$ cat config.mk
export PLATFORM = sky130hd
export DESIGN_NAME = pager_codeword_receive_decoder_unit_flat
export DESIGN_NICKNAME = d
export VERILOG_FILES = /design/src/rtl/pcd_pkg.sv /design/src/rtl/pcd_word_if.sv /design/src/rtl/pcd_result_if.sv /design/src/rtl/pager_codeword_receive_decoder_unit.sv /design/src/rtl/pcd_decode.sv /design/src/flat_wrapper.sv
export SDC_FILE = /design/constraint.sdc
export NUM_CORES = 1
export LEC_CHECK = 0
export BUFFER_PORTS_ARGS = -buffer_cell sky130_fd_sc_hd__buf_2
export CAP_MARGIN = 5
export CORE_MARGIN = 5
export CORE_UTILIZATION = 30
export CTS_CLUSTER_SIZE = 40
export DETAILED_ROUTE_END_ITERATION = 8
export GPL_TIMING_DRIVEN = 0
export RECOVER_POWER = 100
export SYNTH_ARGS = -nofsm -noshare
export SYNTH_HDL_FRONTEND = slang
export SYNTH_HIERARCHICAL = 1
export SYNTH_SLANG_ARGS = --single-unit
$ cat constraint.sdc
create_clock -name clk -period 17.7 [get_ports clk]
set_input_delay 1.77 -clock clk [delete_from_list [all_inputs] [get_ports clk]]
set_output_delay 1.77 -clock clk [all_outputs]
set_load 0.02 [all_outputs]
$ cat src/rtl/pcd_pkg.sv
// ----------------------------------------------------------------------------
// pcd_pkg: shared types, constants and tables of the pager codeword decoder
// Codeword constants, result beat layout, decoder state and character tables.
// ----------------------------------------------------------------------------
package pcd_pkg;

	localparam int MAX_CHARS_DEF = 256;
	localparam int MAX_RES       = 5;    // most results one codeword can cause
	localparam int RES_CNT_W     = $clog2(MAX_RES + 1);
	localparam int RES_IDX_W     = $clog2(MAX_RES);

	localparam logic [31:0] SYNC_WORD = 32'h7cd2_15d8;
	localparam logic [31:0] IDLE_WORD = 32'h7a89_c197;
	localparam logic [31:0] BCH_GEN   = 32'h7690_0000;

	// configuration register indexes
	localparam logic CFG_NUMERIC = 1'b0;
	localparam logic CFG_ALPHA   = 1'b1;

	typedef struct packed {
		logic        kind;
		logic [6:0]  character;
		logic [21:0] pager_address;
		logic [1:0]  function_code;
		logic [8:0]  char_total;
		logic        last;
	} result_t;

	// message state; pend holds the not yet complete text bits, first bit at bit 0,
	// bits at and above bit_pos are zero
	typedef struct packed {
		logic        msg_open;
		logic [21:0] address;
		logic [1:0]  func;
		logic [2:0]  bit_pos;
		logic [5:0]  pend;
	} state_t;

	// check bits contributed by each of the 21 information bits
	function automatic logic [20:0][9:0] bch_cols();
		logic [20:0][9:0] cols;
		logic [30:0]      w;
		logic [30:0]      g;
		for (int k = 0; k < 21; k++) begin
			w = 31'(1) << (k + 10);
			g = BCH_GEN[30:0];
			for (int i = 0; i < 21; i++) begin
				if (w[30 - i]) begin
					w = w ^ g;
				end
				g = g >> 1;
			end
			cols[k] = w[9:0];
		end
		return cols;
	endfunction

	localparam logic [20:0][9:0] BCH_COLS = bch_cols();

	function automatic logic [6:0] hex_char(input logic [3:0] d);
		logic [6:0] c;
		if (d < 4'd10) begin
			c = 7'h30 + {3'b000, d};
		end else begin
			c = 7'h57 + {3'b000, d};
		end
		return c;
	endfunction

	function automatic logic [6:0] numeric_char(input logic [3:0] d);
		logic [6:0] c;
		unique case (d)
			4'hA:    c = 7'h52; // R
			4'hB:    c = 7'h55; // U
			4'hC:    c = 7'h20; // space
			4'hD:    c = 7'h2d; // -
			4'hE:    c = 7'h5d; // ]
			4'hF:    c = 7'h5b; // [
			default: c = 7'h30 + {3'b000, d};
		endcase
		return c;
	endfunction

endpackage

$ cat src/rtl/pcd_word_if.sv
// ----------------------------------------------------------------------------
// pcd_word_if: codeword channel
// One beat carries a received codeword and its frame slot.
// ----------------------------------------------------------------------------
interface pcd_word_if;
	logic              valid;
	logic              ready;
	logic [31:0]       codeword;
	logic signed [3:0] frame_slot;

	modport source (output valid, codeword, frame_slot, input ready);
	modport sink   (input valid, codeword, frame_slot, output ready);
endinterface

$ cat src/rtl/pcd_result_if.sv
// ----------------------------------------------------------------------------
// pcd_result_if: result channel
// One beat carries a decoded character or an end of message record.
// ----------------------------------------------------------------------------
interface pcd_result_if;
	logic        valid;
	logic        ready;
	logic        kind;
	logic [6:0]  character;
	logic [21:0] pager_address;
	logic [1:0]  function_code;
	logic [8:0]  char_total;
	logic        last;

	modport source (output valid, kind, character, pager_address, function_code,
		char_total, last, input ready);
	modport sink   (input valid, kind, character, pager_address, function_code,
		char_total, last, output ready);
endinterface

$ cat src/rtl/pager_codeword_receive_decoder_unit.sv
// ----------------------------------------------------------------------------
// pager_codeword_receive_decoder_unit: paging codeword decoder top level
// Accepts codewords, checks BCH and parity, streams characters and end records.
// ----------------------------------------------------------------------------
// A codeword is registered in the input register on acceptance and is decoded into
// the result buffer once that buffer is free; its first beat is then offered from there.
// One codeword per cycle when each causes at most one result and the result side is
// ready; otherwise the single-read result buffer, holding up to 5 beats, stalls input.
// Reset (arst_n low, asynchronous): no message open, buffers empty, numeric code 0,
// text code 3.
module pager_codeword_receive_decoder_unit #(
	parameter int MAX_CHARS = pcd_pkg::MAX_CHARS_DEF
) (
	input  logic       clk,
	input  logic       arst_n,
	pcd_word_if.sink   words,
	pcd_result_if.source results,
	input  logic       cfg_wr_en,
	input  logic       cfg_index,
	input  logic [1:0] cfg_data
);
	import pcd_pkg::*;

	localparam int CW = $clog2(MAX_CHARS + 1);

	// configuration registers
	logic [1:0] numeric_code_q;
	logic [1:0] alpha_code_q;

	// input stage
	logic              valid_s1;
	logic [31:0]       codeword_s1;
	logic signed [3:0] slot_s1;

	// message state
	state_t        state_q;
	logic [CW-1:0] chars_q;

	// decode outputs
	result_t [MAX_RES-1:0] batch;
	logic [RES_CNT_W-1:0]  batch_len;
	state_t                state_nxt;
	logic [CW-1:0]         chars_nxt;

	// result buffer: entry 0 is the beat on offer, pop shifts down
	result_t [MAX_RES-1:0] res_q;
	logic [RES_CNT_W-1:0]  buf_cnt_q;

	logic pop;
	logic buf_free;
	logic consume;
	logic accept;

	assign pop      = results.valid && results.ready;
	assign buf_free = (buf_cnt_q == '0) || ((buf_cnt_q == RES_CNT_W'(1)) && pop);
	assign consume  = valid_s1 && buf_free;
	assign words.ready = !valid_s1 || consume;
	assign accept   = words.valid && words.ready;

	always_ff @(posedge clk or negedge arst_n) begin
		if (!arst_n) begin
			numeric_code_q <= 2'd0;
			alpha_code_q   <= 2'd3;
		end else if (cfg_wr_en) begin
			unique case (cfg_index)
				CFG_NUMERIC: numeric_code_q <= cfg_data;
				CFG_ALPHA:   alpha_code_q   <= cfg_data;
			endcase
		end
	end

	// input register
	always_ff @(posedge clk or negedge arst_n) begin
		if (!arst_n) begin
			valid_s1 <= 1'b0;
		end else if (words.ready) begin
			valid_s1 <= words.valid;
		end
	end

	always_ff @(posedge clk) begin
		if (accept) begin
			codeword_s1 <= words.codeword;
			slot_s1     <= words.frame_slot;
		end
	end

	pcd_decode #(
		.MAX_CHARS (MAX_CHARS)
	) u_decode (
		.codeword     (codeword_s1),
		.frame_slot   (slot_s1),
		.numeric_code (numeric_code_q),
		.alpha_code   (alpha_code_q),
		.state_cur    (state_q),
		.chars_cur    (chars_q),
		.batch        (batch),
		.batch_len    (batch_len),
		.state_nxt    (state_nxt),
		.chars_nxt    (chars_nxt)
	);

	// message state advances when the staged word moves into the buffer
	always_ff @(posedge clk or negedge arst_n) begin
		if (!arst_n) begin
			state_q <= '0;
			chars_q <= '0;
		end else if (consume) begin
			state_q <= state_nxt;
			chars_q <= chars_nxt;
		end
	end

	always_ff @(posedge clk or negedge arst_n) begin
		if (!arst_n) begin
			buf_cnt_q <= '0;
		end else if (consume) begin
			buf_cnt_q <= batch_len;
		end else if (pop) begin
			buf_cnt_q <= buf_cnt_q - RES_CNT_W'(1);
		end
	end

	always_ff @(posedge clk) begin
		if (consume) begin
			res_q <= batch;
		end else if (pop) begin
			res_q <= res_q >> $bits(result_t);
		end
	end

	assign results.valid         = (buf_cnt_q != '0);
	assign results.kind          = res_q[0].kind;
	assign results.character     = res_q[0].character;
	assign results.pager_address = res_q[0].pager_address;
	assign results.function_code = res_q[0].function_code;
	assign results.char_total    = res_q[0].char_total;
	assign results.last          = res_q[0].last;

`ifndef SYNTHESIS
	a_buf_bound: assert property (@(posedge clk) disable iff (!arst_n)
		buf_cnt_q <= RES_CNT_W'(MAX_RES))
		else $error("result buffer count out of range");

	a_last_mark: assert property (@(posedge clk) disable iff (!arst_n)
		results.valid |-> (results.last == (buf_cnt_q == RES_CNT_W'(1))))
		else $error("last flag not on the final beat of a codeword");

	a_no_overrun: assert property (@(posedge clk) disable iff (!arst_n)
		consume |-> ((buf_cnt_q == '0) || ((buf_cnt_q == RES_CNT_W'(1)) && pop)))
		else $error("buffer loaded while beats still pending");

	a_bitpos: assert property (@(posedge clk) disable iff (!arst_n)
		state_q.bit_pos <= 3'd6)
		else $error("text bit position out of range");

	a_char_limit: assert property (@(posedge clk) disable iff (!arst_n)
		chars_q <= CW'(MAX_CHARS))
		else $error("character count beyond buffer limit");
`endif

endmodule

$ cat src/rtl/pcd_decode.sv
// ----------------------------------------------------------------------------
// pcd_decode: codeword decode logic
// Checks one codeword, builds its batch of result beats and the next state.
// ----------------------------------------------------------------------------
module pcd_decode #(
	parameter int MAX_CHARS = pcd_pkg::MAX_CHARS_DEF,
	localparam int CW = $clog2(MAX_CHARS + 1)
) (
	input  logic [31:0]                                 codeword,
	input  logic signed [3:0]                           frame_slot,
	input  logic [1:0]                                  numeric_code,
	input  logic [1:0]                                  alpha_code,
	input  pcd_pkg::state_t                             state_cur,
	input  logic [CW-1:0]                               chars_cur,
	output pcd_pkg::result_t [pcd_pkg::MAX_RES-1:0]     batch,
	output logic [pcd_pkg::RES_CNT_W-1:0]               batch_len,
	output pcd_pkg::state_t                             state_nxt,
	output logic [CW-1:0]                               chars_nxt
);
	import pcd_pkg::*;

	localparam logic [CW-1:0] MAX_C = CW'(MAX_CHARS);

	logic [9:0]    syndrome;
	logic          word_ok;
	logic          sync_skip;
	logic [7:0]    slot8;
	logic [21:0]   new_addr;
	logic [CW-1:0] room;
	logic          is_num;
	logic          is_alpha;
	logic [2:0]    n_num;
	logic [1:0]    n_alpha;
	logic          p3;
	logic [26:0]   stream;
	logic [19:0]   rev;
	result_t       end_item;

	always_comb begin
		syndrome = '0;
		for (int k = 0; k < 21; k++) begin
			if (codeword[11 + k]) begin
				syndrome = syndrome ^ BCH_COLS[k];
			end
		end
	end

	assign word_ok   = (syndrome == codeword[10:1]) && !(^codeword) && (codeword != IDLE_WORD);
	assign sync_skip = frame_slot[3] && (codeword == SYNC_WORD);
	assign slot8     = {{4{frame_slot[3]}}, frame_slot};
	assign new_addr  = 22'({codeword[30:13], 3'b000}) + 22'(slot8);
	assign room      = MAX_C - chars_cur;
	assign is_num    = (state_cur.func == numeric_code);
	assign is_alpha  = !is_num && (state_cur.func == alpha_code);

	// numeric / hex: five digits, text: two or three characters depending on carry-in
	assign n_num   = (room < CW'(5)) ? 3'(room) : 3'd5;
	assign p3      = (state_cur.bit_pos != 3'd0);
	assign n_alpha = (room < CW'({1'b1, p3})) ? 2'(room) : {1'b1, p3};

	// text bit stream: carried bits first, then word bits 30 down to 11
	always_comb begin
		for (int i = 0; i < 20; i++) begin
			rev[i] = codeword[30 - i];
		end
	end
	assign stream = (27'(rev) << state_cur.bit_pos) | 27'(state_cur.pend);

	always_comb begin
		end_item               = '0;
		end_item.kind          = 1'b1;
		end_item.pager_address = state_cur.address;
		end_item.function_code = state_cur.func;
		end_item.char_total    = 9'(chars_cur);
	end

	always_comb begin
		batch     = '0;
		batch_len = '0;
		state_nxt = state_cur;
		chars_nxt = chars_cur;
		priority if (sync_skip) begin
			batch_len = '0;
		end else if (!word_ok || !codeword[31]) begin
			if (state_cur.msg_open) begin
				batch[0]  = end_item;
				batch_len = RES_CNT_W'(1);
			end
			state_nxt.msg_open = 1'b0;
			if (word_ok) begin
				// address word opens a new message
				state_nxt.msg_open = 1'b1;
				state_nxt.address  = new_addr;
				state_nxt.func     = codeword[12:11];
				state_nxt.bit_pos  = '0;
				state_nxt.pend     = '0;
				chars_nxt          = '0;
			end
		end else if (state_cur.msg_open) begin
			if (!is_alpha) begin
				for (int k = 0; k < MAX_RES; k++) begin
					if (3'(k) < n_num) begin
						batch[k].character = is_num
							? numeric_char({codeword[27 - 4*k], codeword[28 - 4*k],
								codeword[29 - 4*k], codeword[30 - 4*k]})
							: hex_char({codeword[27 - 4*k], codeword[28 - 4*k],
								codeword[29 - 4*k], codeword[30 - 4*k]});
					end
				end
				batch_len = RES_CNT_W'(n_num);
				chars_nxt = chars_cur + CW'(n_num);
			end else if (room != '0) begin
				for (int k = 0; k < 3; k++) begin
					if (2'(k) < n_alpha) begin
						batch[k].character = stream[7*k +: 7];
					end
				end
				batch_len = RES_CNT_W'(n_alpha);
				chars_nxt = chars_cur + CW'(n_alpha);
				if (room <= CW'({1'b1, p3})) begin
					// buffer filled: assembler halts right after the last character
					state_nxt.bit_pos = '0;
					state_nxt.pend    = '0;
				end else if (p3) begin
					state_nxt.bit_pos = state_cur.bit_pos - 3'd1;
					state_nxt.pend    = stream[21 +: 6];
				end else begin
					state_nxt.bit_pos = 3'd6;
					state_nxt.pend    = stream[14 +: 6];
				end
			end
		end
		if (batch_len != '0) begin
			batch[RES_IDX_W'(batch_len - RES_CNT_W'(1))].last = 1'b1;
		end
	end

endmodule
$ cat src/flat_wrapper.sv
// flat-port wrapper written by rule: the top's interface ports become plain ports
module pager_codeword_receive_decoder_unit_flat import pcd_pkg::*;
#(
	parameter int MAX_CHARS = pcd_pkg::MAX_CHARS_DEF
)
  (clk, arst_n, cfg_wr_en, cfg_index, cfg_data, words_valid, words_codeword, words_frame_slot, words_ready, results_valid, results_kind, results_character, results_pager_address, results_function_code, results_char_total, results_last, results_ready);
  pcd_word_if words_i ();
  pcd_result_if results_i ();
  input  logic clk;
  input  logic arst_n;
  input  logic cfg_wr_en;
  input  logic cfg_index;
  input  logic [1:0] cfg_data;
  input wire logic [$bits(words_i.valid)-1:0] words_valid;
  input wire logic [$bits(words_i.codeword)-1:0] words_codeword;
  input wire logic [$bits(words_i.frame_slot)-1:0] words_frame_slot;
  output wire logic [$bits(words_i.ready)-1:0] words_ready;
  output wire logic [$bits(results_i.valid)-1:0] results_valid;
  output wire logic [$bits(results_i.kind)-1:0] results_kind;
  output wire logic [$bits(results_i.character)-1:0] results_character;
  output wire logic [$bits(results_i.pager_address)-1:0] results_pager_address;
  output wire logic [$bits(results_i.function_code)-1:0] results_function_code;
  output wire logic [$bits(results_i.char_total)-1:0] results_char_total;
  output wire logic [$bits(results_i.last)-1:0] results_last;
  input wire logic [$bits(results_i.ready)-1:0] results_ready;
  assign words_i.valid = words_valid;
  assign words_i.codeword = words_codeword;
  assign words_i.frame_slot = words_frame_slot;
  assign words_ready = words_i.ready;
  assign results_valid = results_i.valid;
  assign results_kind = results_i.kind;
  assign results_character = results_i.character;
  assign results_pager_address = results_i.pager_address;
  assign results_function_code = results_i.function_code;
  assign results_char_total = results_i.char_total;
  assign results_last = results_i.last;
  assign results_i.ready = results_ready;
  pager_codeword_receive_decoder_unit #(.MAX_CHARS(MAX_CHARS)) u_core (.clk(clk), .arst_n(arst_n), .words(words_i), .results(results_i), .cfg_wr_en(cfg_wr_en), .cfg_index(cfg_index), .cfg_data(cfg_data));
endmodule
==> out/qor.csv <==
metric,value,unit
setup_viol,0,
wl,55550,µm
synth_edf_count,246,
cts-htree-levels,2,
num_vias,13700,
yosysWarnings,6,
diodes,0,
cts_made_buffers,36,
tritoncts,yes,
ctsRootBufferMaster,clkbuf_16,
pwr-share-clk,20.2,%
clkTransAtPathRegs,0.06,ns
clock_path_buffers,3,
reg2reg_slack,10.54,ns
grtUsageTotal,15.26,%
cts_sinks,297,
p_sw,1422,µW
syn_area_per_cell,11.22,µm²
grt_start_max_net_pins,52,
regToRegStartpoint,u_core/codeword_s1[19],
synth_area_leaders,"edfxtp_1, mux2_2, buf_4, dfrtp_1, mux2_4",
synth.top_cell.area_share,37.49,%
max_slew_margin,-106.6,%
skew,0.04072,ns
dieArea,70910,µm²
fmax,129.5,MHz
worstPathArrival,7.85,ns
cts_resized,0,
path_class,input pin to flop,
p_seq_share,35.1,%
die_x,266.3,µm
hold_path_end,u_core/chars_q[4],
io_buffer_count,87,
grt_pass1_wl,83880,µm
cts_setup_buffers,0,
clock_latency,0.56,ns
dieHeight,266.3,µm
rsz0062_at_grt,false,
ios,88,
run_status,"finished, violations left",
reg2reg_depth,15,
antenna_left,0,
finalCritPeriodShare,43.62,%
final-max-slew-violation-count,219,
rows,94,
cp.required,17.82,ns
hp-class,flop to flop,
internal-power,2395,µW
post_drt_wl_per_cell,19.05,µm
setup_tns,0,ns
comb_power_share,44.7,%
hold_buffers,0,
power,3817,µW
violations,"capacitance limit, slew limit",
final_common_cell,edfxtp_1,
critPathMaxFanout,29,
synthCells,1757,
layout.nets,2154,
overflow,0,
coreArea,65510,µm²
ys.flop_type,edfxtp_1,
period_minus_slack,7.721,ns
drv_cap,9,
swShare,37.26,%
async_reset_ff_share,17.17,%
hold_viol,0,
drc,0,
syn_area,19710,µm²
initial_core_util,30.08,%
area_growth,14.58,%
place_congestion,0.9265,
worst_ir_drop_vdd,0.08253,mV
antenna_found_initial,0,
ys_ff_latch,297,
yosysTopAreaCell,edfxtp_1,
start_kind,input pin,
whs_path_depth,1,
setup.worst_path.end_class,flop,
synthDistinctLibCells,85,
firstDrtPassIters,5,
layout_common_cells,"edfxtp_1, buf_4, mux2_2",
hp-start,u_core/chars_q[4],
synth-seq-area-share,43.98,%
first_global_vias,13770,
hpwl,41890,µm
worst_pin_slew,3.099,ns
layout-drive-gt1-share,22.81,%
leakagePower,0.009243,µW
vias_per_cell,4.699,
powerDensity,169.0,nW/µm²
drtIter0Drc,986,
reg2reg_to,u_core/results.last,
area by class of cell:
| cell class | instances | area, µm² |
|---|---|---|
| well taps | 864 | 1081 |
| clock buffers | 40 | 925.9 |
| fillers | 6605 | 42930 |
| multi-input cells | 1270 | 9281 |
| clock inverters | 24 | 289.0 |
| inverters | 51 | 191.4 |
| flip-flops and latches | 297 | 8666 |
| plain buffers | 274 | 1733 |
| repair buffers | 96 | 410.4 |
cells in the mapped netlist, types with 70 or more instances:
cell type / number
a21oi_1: 71
and2_1: 82
buf_4: 177
edfxtp_1: 246
ha_1: 83
mux2_2: 157
mux2_4: 78
nand2_1: 99
nor2_1: 105
o21ai_0: 106
xnor2_1: 70
cells by family (layout without fill, tap and decap cells):
kind of cell               Yosys count  count (layout)  synth area share (%)
DFF                                297             297                 43.98
AOI/OAI and AO/OA                  288             288                 8.953
adders and majority gates           84              84                 5.372
and+or+nand+nor                    420             420                 10.72
buffers and inverters              325             485                 10.17
xor gates and xnor gates            90              90                 4.883
other                                1             136               0.01903
muxes                              252             252                 15.91
worst max-delay path, cell delays in order:
cell	delay (ns)
clkbuf_1	0.15
a21oi_1	0.18
or3_1	0.38
clkbuf_1	0.23
clkbuf_1	0.38
clkbuf_1	0.43
o21ai_0	1.06
clkbuf_1	0.91
clkbuf_1	1.16
clkbuf_1	1.17
per-stage QoR:
stage / cells / utilization, % / area [µm²] / hold WS, ns / setup WS [ns]
final: 2916 / 34.46 / 22580 / 0.5056 / 9.979
after global routing: 2916 / 34.46 / 22580 / 0.5123 / 9.482
after CTS: 2915 / 35.33 / 23150 / 0.5070 / 11.83
after detailed placement: 2851 / 33.48 / 21930 / 0.4935 / 11.85
after global placement: 2843 / 33.17 / 21730 / 0.4915 / -6.377
after floorplan: 1892 / - / 20210 / 0.4787 / 0.1835
how the worst max path moves through the flow:
stage / to / startpoint / cells after the start
finish: u_core/results.pager_address[5] / results_ready / 10
global placement: u_core/results.pager_address[1] / results_ready / 3
floorplan: u_core/res_q[100] / results_ready / 2
detailed placement: u_core/results.last / u_core/codeword_s1[19] / 15
global route: u_core/results.pager_address[6] / results_ready / 10
CTS: u_core/results.last / u_core/codeword_s1[19] / 15
sequential cells by signal, summed over array words and instances (netlist names), 3 cells and up:
name,flops
u_core/codeword_s1,32
u_core/results.char_total,9
u_core/state_q,34
u_core/slot_s1,4
u_core/results.pager_address,22
u_core/buf_cnt_q,3
u_core/chars_q,9
u_core/res_q,168
u_core/results.character,7
power by group through the flow:
stage          clock (µW)  combinational [µW]  sequential, µW
3_5_place_dp            0                1920            1340
2_1_floorplan           0                1360            1470
6_report              771                1710            1340
4_1_cts               798                1930            1330
3_3_place_gp            0                1820            1590
5_1_grt               827                1840            1370
metal layers:
layer  vias to the layer above  part of all wire (%)  track usage [%]
met5                         -                     0                0
met3                        96                   4.1            2.115
li1                       6546                     -                -
met4                         0                   3.4            4.689
met1                      6698                    44            19.73
met2                       363                    49            26.58
(Power assumes the default switching activity.)
